==> src/co2c_pkg.sv <==
// ----------------------------------------------------------------------------
// co2c_pkg
// Shared types and constants for the CO2 level classifier: class codes,
// register indexes, the configuration and classifier state records.
// ----------------------------------------------------------------------------
package co2c_pkg;

	// field widths
	localparam int ReadingW = 18;
	localparam int CountW   = 8;
	localparam int CfgIdxW  = 3;

	// air-quality class codes
	typedef enum logic [1:0] {
		CLASS_WARMUP    = 2'd0,
		CLASS_VERY_GOOD = 2'd1,
		CLASS_GOOD      = 2'd2,
		CLASS_BAD       = 2'd3
	} air_class_t;

	// configuration register indexes
	typedef enum logic [CfgIdxW-1:0] {
		REG_WARMUP_LIMIT    = 3'd0,
		REG_VERY_GOOD_LIMIT = 3'd1,
		REG_GOOD_LIMIT      = 3'd2,
		REG_JUMP_LIMIT      = 3'd3,
		REG_PERSIST_COUNT   = 3'd4
	} cfg_index_t;

	// reset values of the configuration registers
	localparam logic [ReadingW-1:0] WarmupLimitRst   = 18'd4800;
	localparam logic [ReadingW-1:0] VeryGoodLimitRst = 18'd11200;
	localparam logic [ReadingW-1:0] GoodLimitRst     = 18'd24000;
	localparam logic [ReadingW-1:0] JumpLimitRst     = 18'd480;
	localparam logic [CountW-1:0]   PersistCountRst  = 8'd2;

	// top value of a band counter
	localparam logic [CountW-1:0] CountMax = '1;

	typedef struct packed {
		logic [ReadingW-1:0] warmup_limit;
		logic [ReadingW-1:0] very_good_limit;
		logic [ReadingW-1:0] good_limit;
		logic [ReadingW-1:0] jump_limit;
		logic [CountW-1:0]   persist_count;
	} cfg_t;

	typedef struct packed {
		logic [ReadingW-1:0] last_reading;
		air_class_t          current_class;
		logic [CountW-1:0]   very_good_runs;
		logic [CountW-1:0]   good_runs;
		logic [CountW-1:0]   bad_runs;
	} cls_state_t;

endpackage

==> src/co2_level_classifier.sv <==
// ----------------------------------------------------------------------------
// co2_level_classifier
// Classifies a stream of CO2 readings into air-quality classes.
// ----------------------------------------------------------------------------
// Usage:
//   Slave stream s_*: one CO2 reading per transfer, 1/16 ppm unsigned.
//   Master stream m_*: one air class per reading, same order
//   (0 warm-up, 1 very good, 2 good, 3 bad).
//   Config port cfg_*: write limits and persistence count while idle;
//   register index 0..4 in the order warm-up, very good, good, jump,
//   persistence; other indexes are ignored.
// Timing:
//   A reading is registered in the input stage on acceptance and is
//   classified when the pipeline next advances, where the classifier state
//   and the result register update together; m_tvalid is the valid bit of
//   the result register, so the class transfer follows that update.
//   One reading per cycle is sustained while m_tready stays high; the state
//   loop through the compare and counter logic is combinational.
// Reset:
//   Registers return to their default limits, counters and the last
//   reading clear, the class starts as warm-up, both stages empty.
// Stall:
//   When m_tready is low the result holds, the input stage holds one
//   more reading, and s_tready drops once both are full.
// ----------------------------------------------------------------------------
module co2_level_classifier (
	input  logic                                clk,
	input  logic                                arst_n,
	// slave stream
	input  logic                                s_tvalid,
	output logic                                s_tready,
	input  logic [23:0]                         s_tdata,   // [17:0] co2_reading
	// master stream
	output logic                                m_tvalid,
	input  logic                                m_tready,
	output logic [7:0]                          m_tdata,   // [1:0] air_class
	// configuration write port
	input  logic                                cfg_we,
	input  logic [co2c_pkg::CfgIdxW-1:0]        cfg_index,
	input  logic [co2c_pkg::ReadingW-1:0]       cfg_data
);

	co2c_pkg::cfg_t                      cfg_q;
	co2c_pkg::cls_state_t                state_q;
	co2c_pkg::cls_state_t                state_nxt;
	logic                                valid_s1;
	logic [co2c_pkg::ReadingW-1:0]       reading_s1;
	logic                                valid_s2;
	co2c_pkg::air_class_t                class_s2;
	logic                                advance;

	// pipeline moves when the result register is free or being taken
	assign advance  = !valid_s2 || m_tready;
	assign s_tready = !valid_s1 || advance;

	// configuration registers
	always_ff @(posedge clk or negedge arst_n) begin
		if (!arst_n) begin
			cfg_q.warmup_limit    <= co2c_pkg::WarmupLimitRst;
			cfg_q.very_good_limit <= co2c_pkg::VeryGoodLimitRst;
			cfg_q.good_limit      <= co2c_pkg::GoodLimitRst;
			cfg_q.jump_limit      <= co2c_pkg::JumpLimitRst;
			cfg_q.persist_count   <= co2c_pkg::PersistCountRst;
		end else if (cfg_we) begin
			unique case (cfg_index)
				co2c_pkg::REG_WARMUP_LIMIT:    cfg_q.warmup_limit    <= cfg_data;
				co2c_pkg::REG_VERY_GOOD_LIMIT: cfg_q.very_good_limit <= cfg_data;
				co2c_pkg::REG_GOOD_LIMIT:      cfg_q.good_limit      <= cfg_data;
				co2c_pkg::REG_JUMP_LIMIT:      cfg_q.jump_limit      <= cfg_data;
				co2c_pkg::REG_PERSIST_COUNT: begin
					cfg_q.persist_count <= cfg_data[co2c_pkg::CountW-1:0];
				end
				default: ;
			endcase
		end
	end

	// input stage
	always_ff @(posedge clk or negedge arst_n) begin
		if (!arst_n) begin
			valid_s1 <= 1'b0;
		end else if (s_tready) begin
			valid_s1 <= s_tvalid;
		end
	end

	always_ff @(posedge clk) begin
		if (s_tready && s_tvalid) begin
			reading_s1 <= s_tdata[co2c_pkg::ReadingW-1:0];
		end
	end

	// classification step
	co2c_step u_step (
		.cfg     (cfg_q),
		.cur     (state_q),
		.reading (reading_s1),
		.nxt     (state_nxt)
	);

	// classifier state and result register
	always_ff @(posedge clk or negedge arst_n) begin
		if (!arst_n) begin
			state_q.last_reading   <= '0;
			state_q.current_class  <= co2c_pkg::CLASS_WARMUP;
			state_q.very_good_runs <= '0;
			state_q.good_runs      <= '0;
			state_q.bad_runs       <= '0;
			valid_s2               <= 1'b0;
		end else if (advance) begin
			valid_s2 <= valid_s1;
			if (valid_s1) begin
				state_q <= state_nxt;
			end
		end
	end

	always_ff @(posedge clk) begin
		if (advance && valid_s1) begin
			class_s2 <= state_nxt.current_class;
		end
	end

	// output stream
	assign m_tvalid = valid_s2;
	assign m_tdata  = {6'd0, class_s2};

endmodule

==> src/co2c_step.sv <==
// ----------------------------------------------------------------------------
// co2c_step
// Next-state logic of the classifier for one reading: warm-up test, band
// selection, jump detection and persistence counting.
// ----------------------------------------------------------------------------
module co2c_step (
	input  co2c_pkg::cfg_t                      cfg,
	input  co2c_pkg::cls_state_t                cur,
	input  logic [co2c_pkg::ReadingW-1:0]       reading,
	output co2c_pkg::cls_state_t                nxt
);

	co2c_pkg::air_class_t              band;
	logic [co2c_pkg::ReadingW-1:0]     diff;
	logic [co2c_pkg::CountW-1:0]       vg_runs;
	logic [co2c_pkg::CountW-1:0]       g_runs;
	logic [co2c_pkg::CountW-1:0]       b_runs;
	logic                              vg_over;
	logic                              g_over;
	logic                              b_over;

	// band of the reading, first matching limit wins
	always_comb begin
		priority if (reading < cfg.very_good_limit) begin
			band = co2c_pkg::CLASS_VERY_GOOD;
		end else if (reading < cfg.good_limit) begin
			band = co2c_pkg::CLASS_GOOD;
		end else begin
			band = co2c_pkg::CLASS_BAD;
		end
	end

	// distance to the last accepted reading
	assign diff = (reading >= cur.last_reading) ? reading - cur.last_reading
	                                            : cur.last_reading - reading;

	// bumped counters, saturating at the top
	always_comb begin
		vg_runs = cur.very_good_runs;
		g_runs  = cur.good_runs;
		b_runs  = cur.bad_runs;
		unique case (band)
			co2c_pkg::CLASS_VERY_GOOD: begin
				if (vg_runs != co2c_pkg::CountMax) vg_runs = vg_runs + 1'b1;
			end
			co2c_pkg::CLASS_GOOD: begin
				if (g_runs != co2c_pkg::CountMax) g_runs = g_runs + 1'b1;
			end
			default: begin
				if (b_runs != co2c_pkg::CountMax) b_runs = b_runs + 1'b1;
			end
		endcase
	end

	assign vg_over = vg_runs > cfg.persist_count;
	assign g_over  = g_runs > cfg.persist_count;
	assign b_over  = b_runs > cfg.persist_count;

	// next state
	always_comb begin
		nxt = cur;
		if (reading < cfg.warmup_limit) begin
			nxt.current_class = co2c_pkg::CLASS_WARMUP;
		end else begin
			nxt.last_reading = reading;
			if (diff > cfg.jump_limit) begin
				nxt.current_class  = band;
				nxt.very_good_runs = '0;
				nxt.good_runs      = '0;
				nxt.bad_runs       = '0;
			end else if (vg_over || g_over || b_over) begin
				priority if (vg_over) begin
					nxt.current_class = co2c_pkg::CLASS_VERY_GOOD;
				end else if (g_over) begin
					nxt.current_class = co2c_pkg::CLASS_GOOD;
				end else begin
					nxt.current_class = co2c_pkg::CLASS_BAD;
				end
				nxt.very_good_runs = '0;
				nxt.good_runs      = '0;
				nxt.bad_runs       = '0;
			end else begin
				nxt.very_good_runs = vg_runs;
				nxt.good_runs      = g_runs;
				nxt.bad_runs       = b_runs;
			end
		end
	end

endmodule

==> config.mk <==
export PLATFORM = sky130hd
export DESIGN_NAME = co2_level_classifier
export DESIGN_NICKNAME = d
export VERILOG_FILES = /design/src/co2c_pkg.sv /design/src/co2_level_classifier.sv /design/src/co2c_step.sv
export SDC_FILE = /design/constraint.sdc
export NUM_CORES = 1
export LEC_CHECK = 0
export BUFFER_PORTS_ARGS = -buffer_cell sky130_fd_sc_hd__buf_2
export CORE_ASPECT_RATIO = 0.5
export CORE_MARGIN = 2
export CORE_UTILIZATION = 35
export DETAILED_ROUTE_END_ITERATION = 10
export GPL_ROUTABILITY_DRIVEN = 0
export HOLD_SLACK_MARGIN = 0.05
export PLACE_DENSITY = 0.63
export SLEW_MARGIN = 0
export SYNTH_ARGS = -nofsm -noshare
export SYNTH_HDL_FRONTEND = slang
export SYNTH_HIERARCHICAL = 1
export SYNTH_SLANG_ARGS = --single-unit
==> constraint.sdc <==
create_clock -name clk -period 9.1 [get_ports clk]
set_clock_uncertainty 0.15 [all_clocks]
set_input_delay 1.82 -clock clk [delete_from_list [all_inputs] [get_ports clk]]
set_output_delay 1.82 -clock clk [all_outputs]
set_load 0.02 [all_outputs]
After elaboration in Yosys (flattened, before gate mapping)
Index checks and enable logic that the tools add are counted.
- register bits: 146
- word-level logic and storage cells: 69
- add/subtract/negate cells: 5
- $lt $le $gt $ge: 8
- equal/unequal tests: 9
- mux-type cells: 15
- bitwise operators: 1
- reduce and logical (&&, ||, !) cells: 17
- operator list (operator ; number):
    $lt A18 B18 Y1 ; 3
    $mux W8 ; 6
    $sub A18 B18 Y18 ; 2
    $mux W26 ; 1
    $add A8 B1 Y8 const B ; 3
    $gt A8 B8 Y1 ; 3
    $mux W24 ; 1
    $ne A8 B8 Y1 const B ; 3
    $ge A18 B18 Y1 ; 1
    $gt A18 B18 Y1 ; 1
    $mux W18 ; 1
    $reduce_and A2 Y1 ; 6
    $mux W2 ; 4
    $eq A3 B2 Y1 const B ; 2
    $logic_or A1 B1 Y1 ; 4
    $eq A3 B1 Y1 const B ; 1
    $eq A3 B3 Y1 const B ; 1
    $logic_not A3 Y1 ; 1
    $reduce_and A3 Y1 ; 1
    $eq A2 B1 Y1 const B ; 1
    $eq A2 B2 Y1 const B ; 1
    $logic_and A1 B1 Y1 ; 2
    $logic_not A1 Y1 ; 2
    $mux W1 ; 2
    other kinds (2) ; 2

Logic depth before layout (Yosys ltp)
Gate-level depths: netlist of the first run.
- word-level depth: 11
- depth in mapped cells: 25
- mapped depth without buffers: 22

Cells and area by module
The synthesis of the first run kept the hierarchy.
- by module, submodules not included (module ; times used ; cells each ; area each (µm²) ; seq. area each (µm²)):
    co2_level_classifier ; 1 ; 300 ; 5411.4 ; 3781.1
    co2c_step ; 1 ; 768 ; 5323.9 ; 0.0

Worst setup path after synthesis of the first run
No wires, ideal clock.
- path kind: reg2reg
- start: reg reading_s1[0] in the netlist's numbering
- end: reg state_q[9] in the netlist's numbering
- library setup time: 125 ps
- data arrival time: 4452 ps
- data required time: 8825 ps
- slack: 4373 ps
- cell stages (with the launch flop): 25
- period minus slack after synthesis: 4727 ps
- cells stage by stage: edfxtp_1 inv_1 ha_1 inv_1 fa_1 a211oi_1 o21ai_0 nand3_1 a21oi_1 nor2_1 buf_6 buf_4 mux2i_1 xor2_1 ha_1 nand4_1 o21bai_1 a21oi_1 o21ai_0 a21oi_1 or2_2 buf_6 nor2_2 a32o_1 mux2_2
- word-level cells in the longest chain between the ends: 10
- elaborated cells between the ends (all ways): 25
- those cells by class: add/sub: 2; order compare: 8; eq/ne: 2; mux: 8; bitwise: 1; reduce/logical: 4
- ends and longest elaborated chain (element ; RTL line ; source):
    from (decl) ; co2_level_classifier.sv:47 ; logic [co2c_pkg::ReadingW-1:0] reading_s1;
    from (signal assigned) ; co2_level_classifier.sv:89 ; reading_s1 <= s_tdata[co2c_pkg::ReadingW-1:0];
    $lt A18 B18 Y1 ; co2c_step.sv:26 ; end else if (reading < cfg.good_limit) begin
    $mux W1 ; co2c_step.sv:26 ;
    $mux W2 ; co2c_step.sv:24 ; priority if (reading < cfg.very_good_limit) begin
    $eq A2 B1 Y1 / $eq A2 B2 Y1 (equally long branches) ; co2c_step.sv:42 ; unique case (band)
    $reduce_or A2 Y1 (no line) / $mux W8 (equally long branches) ; - ;
    $mux W8 (tied with other cells) ; co2c_step.sv:42 ;
    $gt A8 B8 Y1 / $logic_or A1 B1 Y1 (equally long branches) ; co2c_step.sv:57, co2c_step.sv:71 ;
    $logic_or A1 B1 Y1 ; co2c_step.sv:71 ; end else if (vg_over || g_over || b_over) begin
    $mux W24 ; co2c_step.sv:71 ;
    $mux W26 ; co2c_step.sv:66 ; if (diff > cfg.jump_limit) begin
    to (signal assigned) ; co2_level_classifier.sv:113 ; state_q <= state_nxt;
    to (decl) ; co2_level_classifier.sv:44 ; co2c_pkg::cls_state_t state_q;
Several ways; a longest one is shown, not always the timed one.
A chain may end at the register's enable or synchronous reset.

Final worst setup path of the first run
- start: reg reading_s1[0] in the netlist's numbering
- end: reg state_q[12] in the netlist's numbering
The elaborated chain is that of the path after synthesis.

==> results of run 1 <==
cell type report:
type,count,share of cell area (%)
Antenna cell,1,0.0209
Clock buffer,19,3.61
Timing Repair Buffer,53,2.36
Tap cell,399,4.17
Multi-Input combinational cell,763,52.4
Inverter,127,3.98
Sequential cell,146,31.6
Clock inverter,13,1.92
kinds of logic after synthesis:
logic type	Yosys count
XOR/XNOR	30
AND/OR/NAND/NOR	213
flip-flops	146
multiplexers	141
AO/OA/AOI/OAI	240
buffers and inverters	164
other	1
adder cells (fa/ha/maj)	133
registers in the layout, summed over array words and instances (netlist names):
register    flops
m_tvalid        1
reading_s1     18
class_s2        2
cfg_q          80
valid_s1        1
state_q        44
routing by layer:
metal | up-vias | GRT usage (%) | routed length, um
li1 | 3874 | - | -
met1 | 3958 | 19.6 | 11400
met2 | 163 | 29.2 | 13000
met3 | 36 | 3.27 | 921
met4 | 0 | 5.18 | 370
met5 | - | 0 | 0
cell usage after synthesis (all sizes together), types with 8 or more instances:
library cell / n / area, um2
ha: 131 / 1640
o21ai: 57 / 285
mux2: 131 / 1480
a21o: 25 / 190
inv: 127 / 477
a211oi: 12 / 95.1
and3: 14 / 90.1
nand4: 20 / 125
nor2: 32 / 123
mux2i: 10 / 100
a31oi: 8 / 50.1
dfrtp: 104 / 2600
xnor2: 19 / 166
and2: 10 / 63.8
edfxtp: 20 / 601
nor2b: 10 / 62.6
nand3: 22 / 110
nand2b: 13 / 81.3
xor2: 11 / 96.3
o21a: 16 / 120
dfstp: 22 / 578
nand2: 61 / 231
nor3: 11 / 60.1
clkbuf: 9 / 53.8
buf: 28 / 196
a21oi: 63 / 315
a22o: 9 / 78.8
placed cells by master (no fill, tap or decap), drive strengths merged, types with 4 or more instances in the layout:
| master | count |
|---|---|
| a31oi | 8 |
| o21bai | 6 |
| and3 | 14 |
| edfxtp | 20 |
| dfrtp | 104 |
| nor3 | 11 |
| inv | 130 |
| a31o | 4 |
| nand2 | 61 |
| conb | 6 |
| mux2 | 131 |
| a21oi | 63 |
| xnor2 | 19 |
| a211oi | 12 |
| a21o | 25 |
| o21a | 16 |
| o22ai | 6 |
| dfstp | 22 |
| nor2 | 32 |
| o21ai | 57 |
| nor2b | 10 |
| a22o | 9 |
| buf | 53 |
| bufinv | 6 |
| nor4 | 5 |
| nand2b | 13 |
| clkbuf | 19 |
| mux2i | 10 |
| o211ai | 6 |
| xor2 | 11 |
| ha | 131 |
| and2 | 10 |
| nand3 | 22 |
| nand4 | 20 |
metrics by stage:
stage | setup WS, ns | cells | area [um2] | total power (W) | util, %
6_report | 2.58 | 1521 | 12000 | 0.00353 | 39.6
5_1_grt | 2.23 | 1521 | 12000 | 0.00378 | 39.6
2_1_floorplan | 4.37 | 1073 | 10800 | 0.00230 | -
3_3_place_gp | 2.78 | 1488 | 11300 | 0.00262 | 37.4
4_1_cts | 2.74 | 1520 | 12000 | 0.00352 | 39.6
3_5_place_dp | 2.75 | 1488 | 11300 | 0.00269 | 37.4
worst max-delay path: cells and delay by family (launching register included):
kind,cells,cell delay [ns]
AOI/OAI and AO/OA,9,2.23
and+or+nand+nor,4,1.42
adders and majority gates,3,0.86
muxes,2,0.58
DFF,1,0.52
buffers and inverters,3,0.46
xor gates and xnor gates,1,0.21
power by group:
group	switching [W]	internal, W
Sequential	0.000101	0.000822
Combinational	0.00106	0.000742
Clock	0.000285	0.000515
Total	0.00145	0.00208
worst min path at each step:
stage               slack [ns]         from  depth (start not counted)           to
finish                    0.36    cfg_q[78]                          1    cfg_q[78]
global route              0.36  state_q[43]                          1  state_q[43]
CTS                       0.36  state_q[43]                          1  state_q[43]
detailed placement        0.34  state_q[43]                          1  state_q[43]
global placement          0.34  state_q[43]                          1  state_q[43]
floorplan                 0.31     valid_s1                          1     m_tvalid
==> results.md, run 1 <==
* Simple-Gate Fraction of Synth Area at roughly a tenth
* Largest family of logic cells by synthesized area: adder cells
* IO Pins at 60
* Worst path cell trace: inv_1 -> ha_1 -> inv_1 -> fa_1 -> a211oi_1 -> o21ai_0 -> nand3_1 -> a21oi_1 -> nor2_1 -> buf_4 -> mux2_2 -> a211oi_1 -> xnor2_1 -> ha_1 -> a21oi_1 -> a21oi_1 -> a211oi_1 -> a21oi_1 -> nor2_1 -> nand2_1 -> o41ai_1 -> mux2_2
* Top_reg_cell synth: dfrtp_1
* Ys Warns at 6
* Req. time, crit path at around 9.3 ns
* Clk slew on worst S/H paths at roughly 0.06 ns
* P_leak at between 5 and 6 nW
* Final wirelength at ~26000 um
* H-tree level count at 4
* Vias in the first global route at a little over 8000
* Drt first pass iters at 5
* Initial Util at between 30% and 40%
* Area Growth Syn to Fin at 11.6%
* Post-synth EDFFs at 20
* Antenna violations before repair at 1
* Synth Register Bits at 146
* XOR/XNOR share of the synthesized area at 2.45%
* Global-route wire length before repair at ~41000 um
* Chip width at roughly 250 um
* Clock sink count at between 100 and 150
* Num CTS Buffers at 17
* Syn avg cell area at 10.1 um2
* Core box area at around 0.030 mm2
* CP Capture Point: state_q[12]
* Setup TNS at 0 ns
* Unrepaired setup endpoints after global routing: false
* Critical path class: register to register
* Die height at 128 um
* Complex-gate fraction of the synthesized area at roughly 15%
* Critical Path Start Type: register
* Largest net degree at the start of global routing at 78
* Slowest-stage cell, CP: nor2_1
* Yosys cell types at 72
* Overall Global Routing Usage at 16.3%
* Post-DP HPWL at between 15000 and 20000 um
* Final Hold Vio Count at 0
* Tmin final at 6.52 ns
* Vias at around 8000
* R2r startpoint: reading_s1[0]
* CP endpoint kind: register
* Post-Synthesis Cell Area at between 0.01 and 0.015 mm2
* Status: finished clean
* Sequential share of the synthesized area at a little over a third
* WHS at ~0.36 ns
* Routed WL per cell at about 17 um
* Setup violators final at 0
* Worst reg2reg path depth at 22
* Asr flop ratio synth at a little under nine tenths
* Fillers at approximately 2900
* Number of max-slew violations in the final report at 0
* CP max FO at 17
* Reg-to-reg critical path endpoint: state_q[12]
* MaxCap Viol Count at 0
* Die area at 0.0322 mm2
* Vias per cell at 5.28
* Grt ovf at 0
* Num rows at 45
* # Post-CTS Setup Buffers at 0
* Final period util at approximately 72%
* DRC Markers at 0
* I/O Buffers at 47
* CTS tree: done
* Root buf cell: clkbuf_16
* Hold WC Path Type: register to register
* Gate Count Post-Synth at about 1100
* Adder-Cell Fraction of Synth Area at 15.6%
* Max-slew headroom at between 30% and 40%
* VDD IR max at 0.137 mV
* Nets at between 1000 and 1500
* Iter 0 DRT Violations at about 670
* Reg2Reg Setup Slack at between 2 and 3 ns
* Worst-Skew Late Latency at roughly 0.44 ns
* Setup crit start: reading_s1[0]
* Clock tree buffer depth at 2
* CP arrival at approximately 6.7 ns
* Max Freq at 153 MHz
* Multi-input gate area at around 0.0063 mm2
* Pwr Density at ~300 mW/mm2
* Critical path's largest stage delay at 0.70 ns
* Antenna Nets Post-Route at 0
* Sequential cell area at 0.00378 mm2
* Worst-Margin Slew at ~1 ns
* # hold bufs at CTS at 0
* Share of cells above drive strength 1 at a little under a quarter
* Mux contribution to synthesized area at 14.7%
* Post-CTS resize count at 0
* Critical Path Most Common Cell: a21oi_1
(Power assumes the default switching activity.)
==> run 2: changes to the inputs <==
--- a/config.mk
+++ b/config.mk
@@ -5,6 +5,7 @@
 export SDC_FILE = /design/constraint.sdc
 export NUM_CORES = 1
 export LEC_CHECK = 0
+export ABC_AREA = 1
 export BUFFER_PORTS_ARGS = -buffer_cell sky130_fd_sc_hd__buf_2
 export CORE_ASPECT_RATIO = 0.5
 export CORE_MARGIN = 2
@@ -12,7 +13,7 @@
 export DETAILED_ROUTE_END_ITERATION = 10
 export GPL_ROUTABILITY_DRIVEN = 0
 export HOLD_SLACK_MARGIN = 0.05
-export PLACE_DENSITY = 0.63
+export PLACE_DENSITY = 0.64
 export SLEW_MARGIN = 0
 export SYNTH_ARGS = -nofsm -noshare
 export SYNTH_HDL_FRONTEND = slang
==> constraint.sdc (replaced) <==
create_clock -name clk -period 5.6 [get_ports clk]
set_clock_uncertainty 0.15 [all_clocks]
set_input_delay 1.12 -clock clk [delete_from_list [all_inputs] [get_ports clk]]
set_output_delay 1.12 -clock clk [all_outputs]
set_load 0.02 [all_outputs]
==> run 2 against run 1 <==
Net effect:
- sequential cell count is the same
- sequential share of layout area is 2.6 points lower
- hold slack worse by 0.044 ns
- critical path depth increased by 5
- register-to-register slack lost 1.7 ns
- count of clock-buffer cells in the layout is 2 lower
- sequential power rose by 61%
- core utilization is 0.24 points lower
- non-clock buffer count increased by 14
- cell count increased by 44%
- synthesized cell count up 58%
- area after synthesis grew 9.8%
- highest routed layer unchanged
==> results.md, run 2 <==
* Most common cell after layout, fill and taps aside: nand2_1
* Setup TNS at 0 ns (unchanged)
* Multi-input gate area at 0.00684 mm2 (was 0.00628 mm2)
* DRC Markers at 0 (unchanged)
* Num CTS Buffers at 17 (unchanged)
* Largest net degree at the start of global routing at 89 (was 78)
* Most flops, register: cfg_q (unchanged)
* Post-CTS resize count at 0 (unchanged)
* VDD IR max at 0.326 mV (was 0.137 mV)
* Setup violators final at 0 (unchanged)
* Post-Synthesis Cell Area at 0.0118 mm2 (was 0.0107 mm2)
* Final period util at 83.9% (was 71.6%)
* Unrepaired setup endpoints after global routing: false (unchanged)
* Final instance area at 0.0130 mm2 (was 0.0120 mm2)
* I/O Buffers at 47 (unchanged)
* Synth top area cells: dfrtp_1 (22%), nand2_1 (20%), ha_1 (14%) (was dfrtp_1 (24%), ha_1 (15%), mux2_2 (14%))
* Share of cells above drive strength 1 at 8.78% (was 23.2%)
* Syn avg cell area at 6.97 um2 (was 10.1 um2)
* WHS at 0.312 ns (was 0.357 ns)
* Global-route wire length before repair at 54000 um (was 41400 um)
* Synth top area share at 22.1% (was 24.2%)
* Die height at 134 um (was 128 um)
* Antenna violations before repair at 0 (was 1)
* Worst-Margin Slew at 0.868 ns (was 0.997 ns)
* Top-count cell post-synth: nand2_1
* Clk slew on worst S/H paths at 0.07 ns (was 0.06 ns)
* Clock tree buffer depth at 2 (unchanged)
* Sequential cell area at 0.00378 mm2 (unchanged)
* Area Growth Syn to Fin at 10.6% (was 11.6%)
* CP arrival at 4.92 ns (was 6.73 ns)
* Pwr Density at 437 mW/mm2 (was 294 mW/mm2)
* Placed cell area at 0.0124 mm2 (was 0.0113 mm2)
* Most frequent cells in the layout: nand2_1 (625), inv_1 (232), nand3_1 (160) (was mux2_2 (131), ha_1 (131), inv_1 (127))
* Power Total at 0.00571 W (was 0.00353 W)
* Fillers at 3478 (was 2857)
* Post-DP HPWL at 24800 um (was 19300 um)
* CP endpoint kind: register (unchanged)
* # Post-CTS Setup Buffers at 0 (unchanged)
* Synth area leader: dfrtp_1 (unchanged)
* Asr flop ratio synth at 86.3% (unchanged)
* Status: finished clean (unchanged)
* Vias per cell at 4.98 (was 5.28)
* Die area at 0.0353 mm2 (was 0.0322 mm2)
* Max Freq at 213 MHz (was 153 MHz)
* Core box area at 0.0331 mm2 (was 0.0302 mm2)
* Num rows at 47 (was 45)
* Routed WL per cell at 15.4 um (was 16.9 um)
* Critical Path Start Type: register (unchanged)
* Sequential share of the synthesized area at 32.1% (was 35.2%)
* IO Pins at 60 (unchanged)
* # hold bufs at CTS at 0 (unchanged)
* Antenna Nets Post-Route at 0 (unchanged)
* Nets at 1913 (was 1291)
* Top Registers: cfg_q (80), state_q (44), reading_s1 (18) (unchanged)
* Worst-Skew Late Latency at 0.44 ns (about the same)
* Root buf cell: clkbuf_16 (unchanged)
* Ys Warns at 6 (unchanged)
* CP max FO at 28 (was 17)
* Number of max-slew violations in the final report at 0 (unchanged)
* Top_reg_cell synth: dfrtp_1 (unchanged)
* Gate Count Post-Synth at 1692 (was 1068)
* Hold WC Path Type: register to register (unchanged)
* Synth Register Bits at 146 (unchanged)
* Post-synth EDFFs at 20 (unchanged)
* Clock sink count at 146 (unchanged)
* Iter 0 DRT Violations at 910 (was 669)
* Chip width at 264 um (was 252 um)
* Critical path class: register to register (unchanged)
* N_diodes at 0 (was 1)
* Grt ovf at 0 (unchanged)
* H-tree level count at 4 (unchanged)
* Final Hold Vio Count at 0 (unchanged)
* Top cells by count, synth: nand2_1 (625), inv_1 (232), nand3_1 (161) (was ha_1 (131), mux2_2 (131), inv_1 (127))
* Yosys cell types at 47 (was 72)
* Vias in the first global route at 10093 (was 8243)
* Max-slew headroom at 42.1% (was 33.5%)
* Vias at 10882 (was 8031)
* Tmin final at 4.70 ns (was 6.52 ns)
* Overall Global Routing Usage at 19.5% (was 16.3%)
* P_leak at 7.27 nW (was 5.57 nW)
* MaxCap Viol Count at 0 (unchanged)
* Drt first pass iters at 6 (was 5)
* Req. time, crit path at 5.82 ns (was 9.31 ns)
* Max reg flops at 80 (unchanged)
* Final wirelength at 33700 um (was 25700 um)
* CTS tree: done (unchanged)
* Initial Util at 35.6% (was 35.5%)
==> run 2: cell count changes after synthesis, sizes merged, moves of 14 or more <==
| cell | previous run | this run |
|---|---|---|
| buf | 28 | 43 |
| xor2 | 11 | 35 |
| and3 | 14 | 0 |
| inv | 127 | 234 |
| nand2 | 61 | 636 |
| nor2 | 32 | 80 |
| a21o | 25 | 7 |
| nand3 | 22 | 163 |
| nand4 | 20 | 34 |
| mux2 | 131 | 0 |
==> run 2: power by group <==
group          switching, W  internal [W]  total (W)
combinational       0.00202       0.00102    0.00304
sequential         0.000171       0.00131    0.00149
clock              0.000516      0.000669    0.00119
total               0.00271       0.00300    0.00571
==> run 2: worst max-delay path, cell delays in order, from the launching register on <==
cell,delay (ns)
edfxtp_1,0.49
inv_2,0.16
ha_1,0.19
inv_1,0.06
fa_1,0.41
nand2_1,0.10
nand2_2,0.10
a21oi_2,0.26
o21bai_2,0.13
nand2_2,0.09
nand2_4,0.14
inv_4,0.23
o21ai_0,0.12
nand2_1,0.19
inv_1,0.07
ha_1,0.27
nand2_1,0.06
inv_1,0.04
nand3_1,0.11
inv_1,0.06
a21oi_1,0.17
nand3_1,0.10
nand2_1,0.08
buf_4,0.33
nor2_1,0.13
nor2_1,0.17
nand3_1,0.09
nand2_1,0.09
==> run 2: per-stage QoR <==
step,setup slack [ns],instances,util [%]
3_5_place_dp,1.02,2152,37.6
5_1_grt,0.598,2184,39.4
2_1_floorplan,1.96,1697,-
6_report,0.902,2184,39.4
4_1_cts,1.00,2184,39.4
3_3_place_gp,1.11,2152,37.6
==> run 2: cell type report <==
cell class	count	area share [%]
timing repair buffer	67	3.00
tap	441	4.23
clock inverter	15	1.30
inverter	235	6.78
sequential	146	29.0
multi-input combinational	1263	52.4
clock buffer	17	3.26
==> run 2: final timing paths <==
check	from	endpoint	slack, ns	depth (start not counted)
setup reg to reg	reading_s1[0]	state_q[24]	0.90	27
max in group asynchronous	arst_n	cfg_q[36]	3.65	2
min in group asynchronous	arst_n	valid_s1	0.60	1
hold reg to reg	cfg_q[51]	cfg_q[51]	0.31	2
hold / removal	cfg_q[51]	cfg_q[51]	0.31	2
setup / recovery	reading_s1[0]	state_q[24]	0.90	27
==> run 2: metal layers <==
metal  up-vias  track usage [%]  share of wire [%]
met5         -                0                  0
met4         0             6.73                2.8
met3        55             4.81                7.8
met2       323             30.7                 44
met1      5041             26.2                 46
li1       5463                -                  -
==> run 2: cells by family (layout without fill, tap and decap cells) <==
kind of cell | Yosys count | after routing | share of synthesized area (%)
AOI/OAI and AO/OA | 153 | 153 | 7.09
xor gates and xnor gates | 41 | 41 | 3.05
adders and majority gates | 133 | 133 | 14.2
buffers and inverters | 288 | 334 | 10.2
DFF | 146 | 146 | 32.1
other | 1 | 6 | 0.0318
and+or+nand+nor | 930 | 930 | 33.3
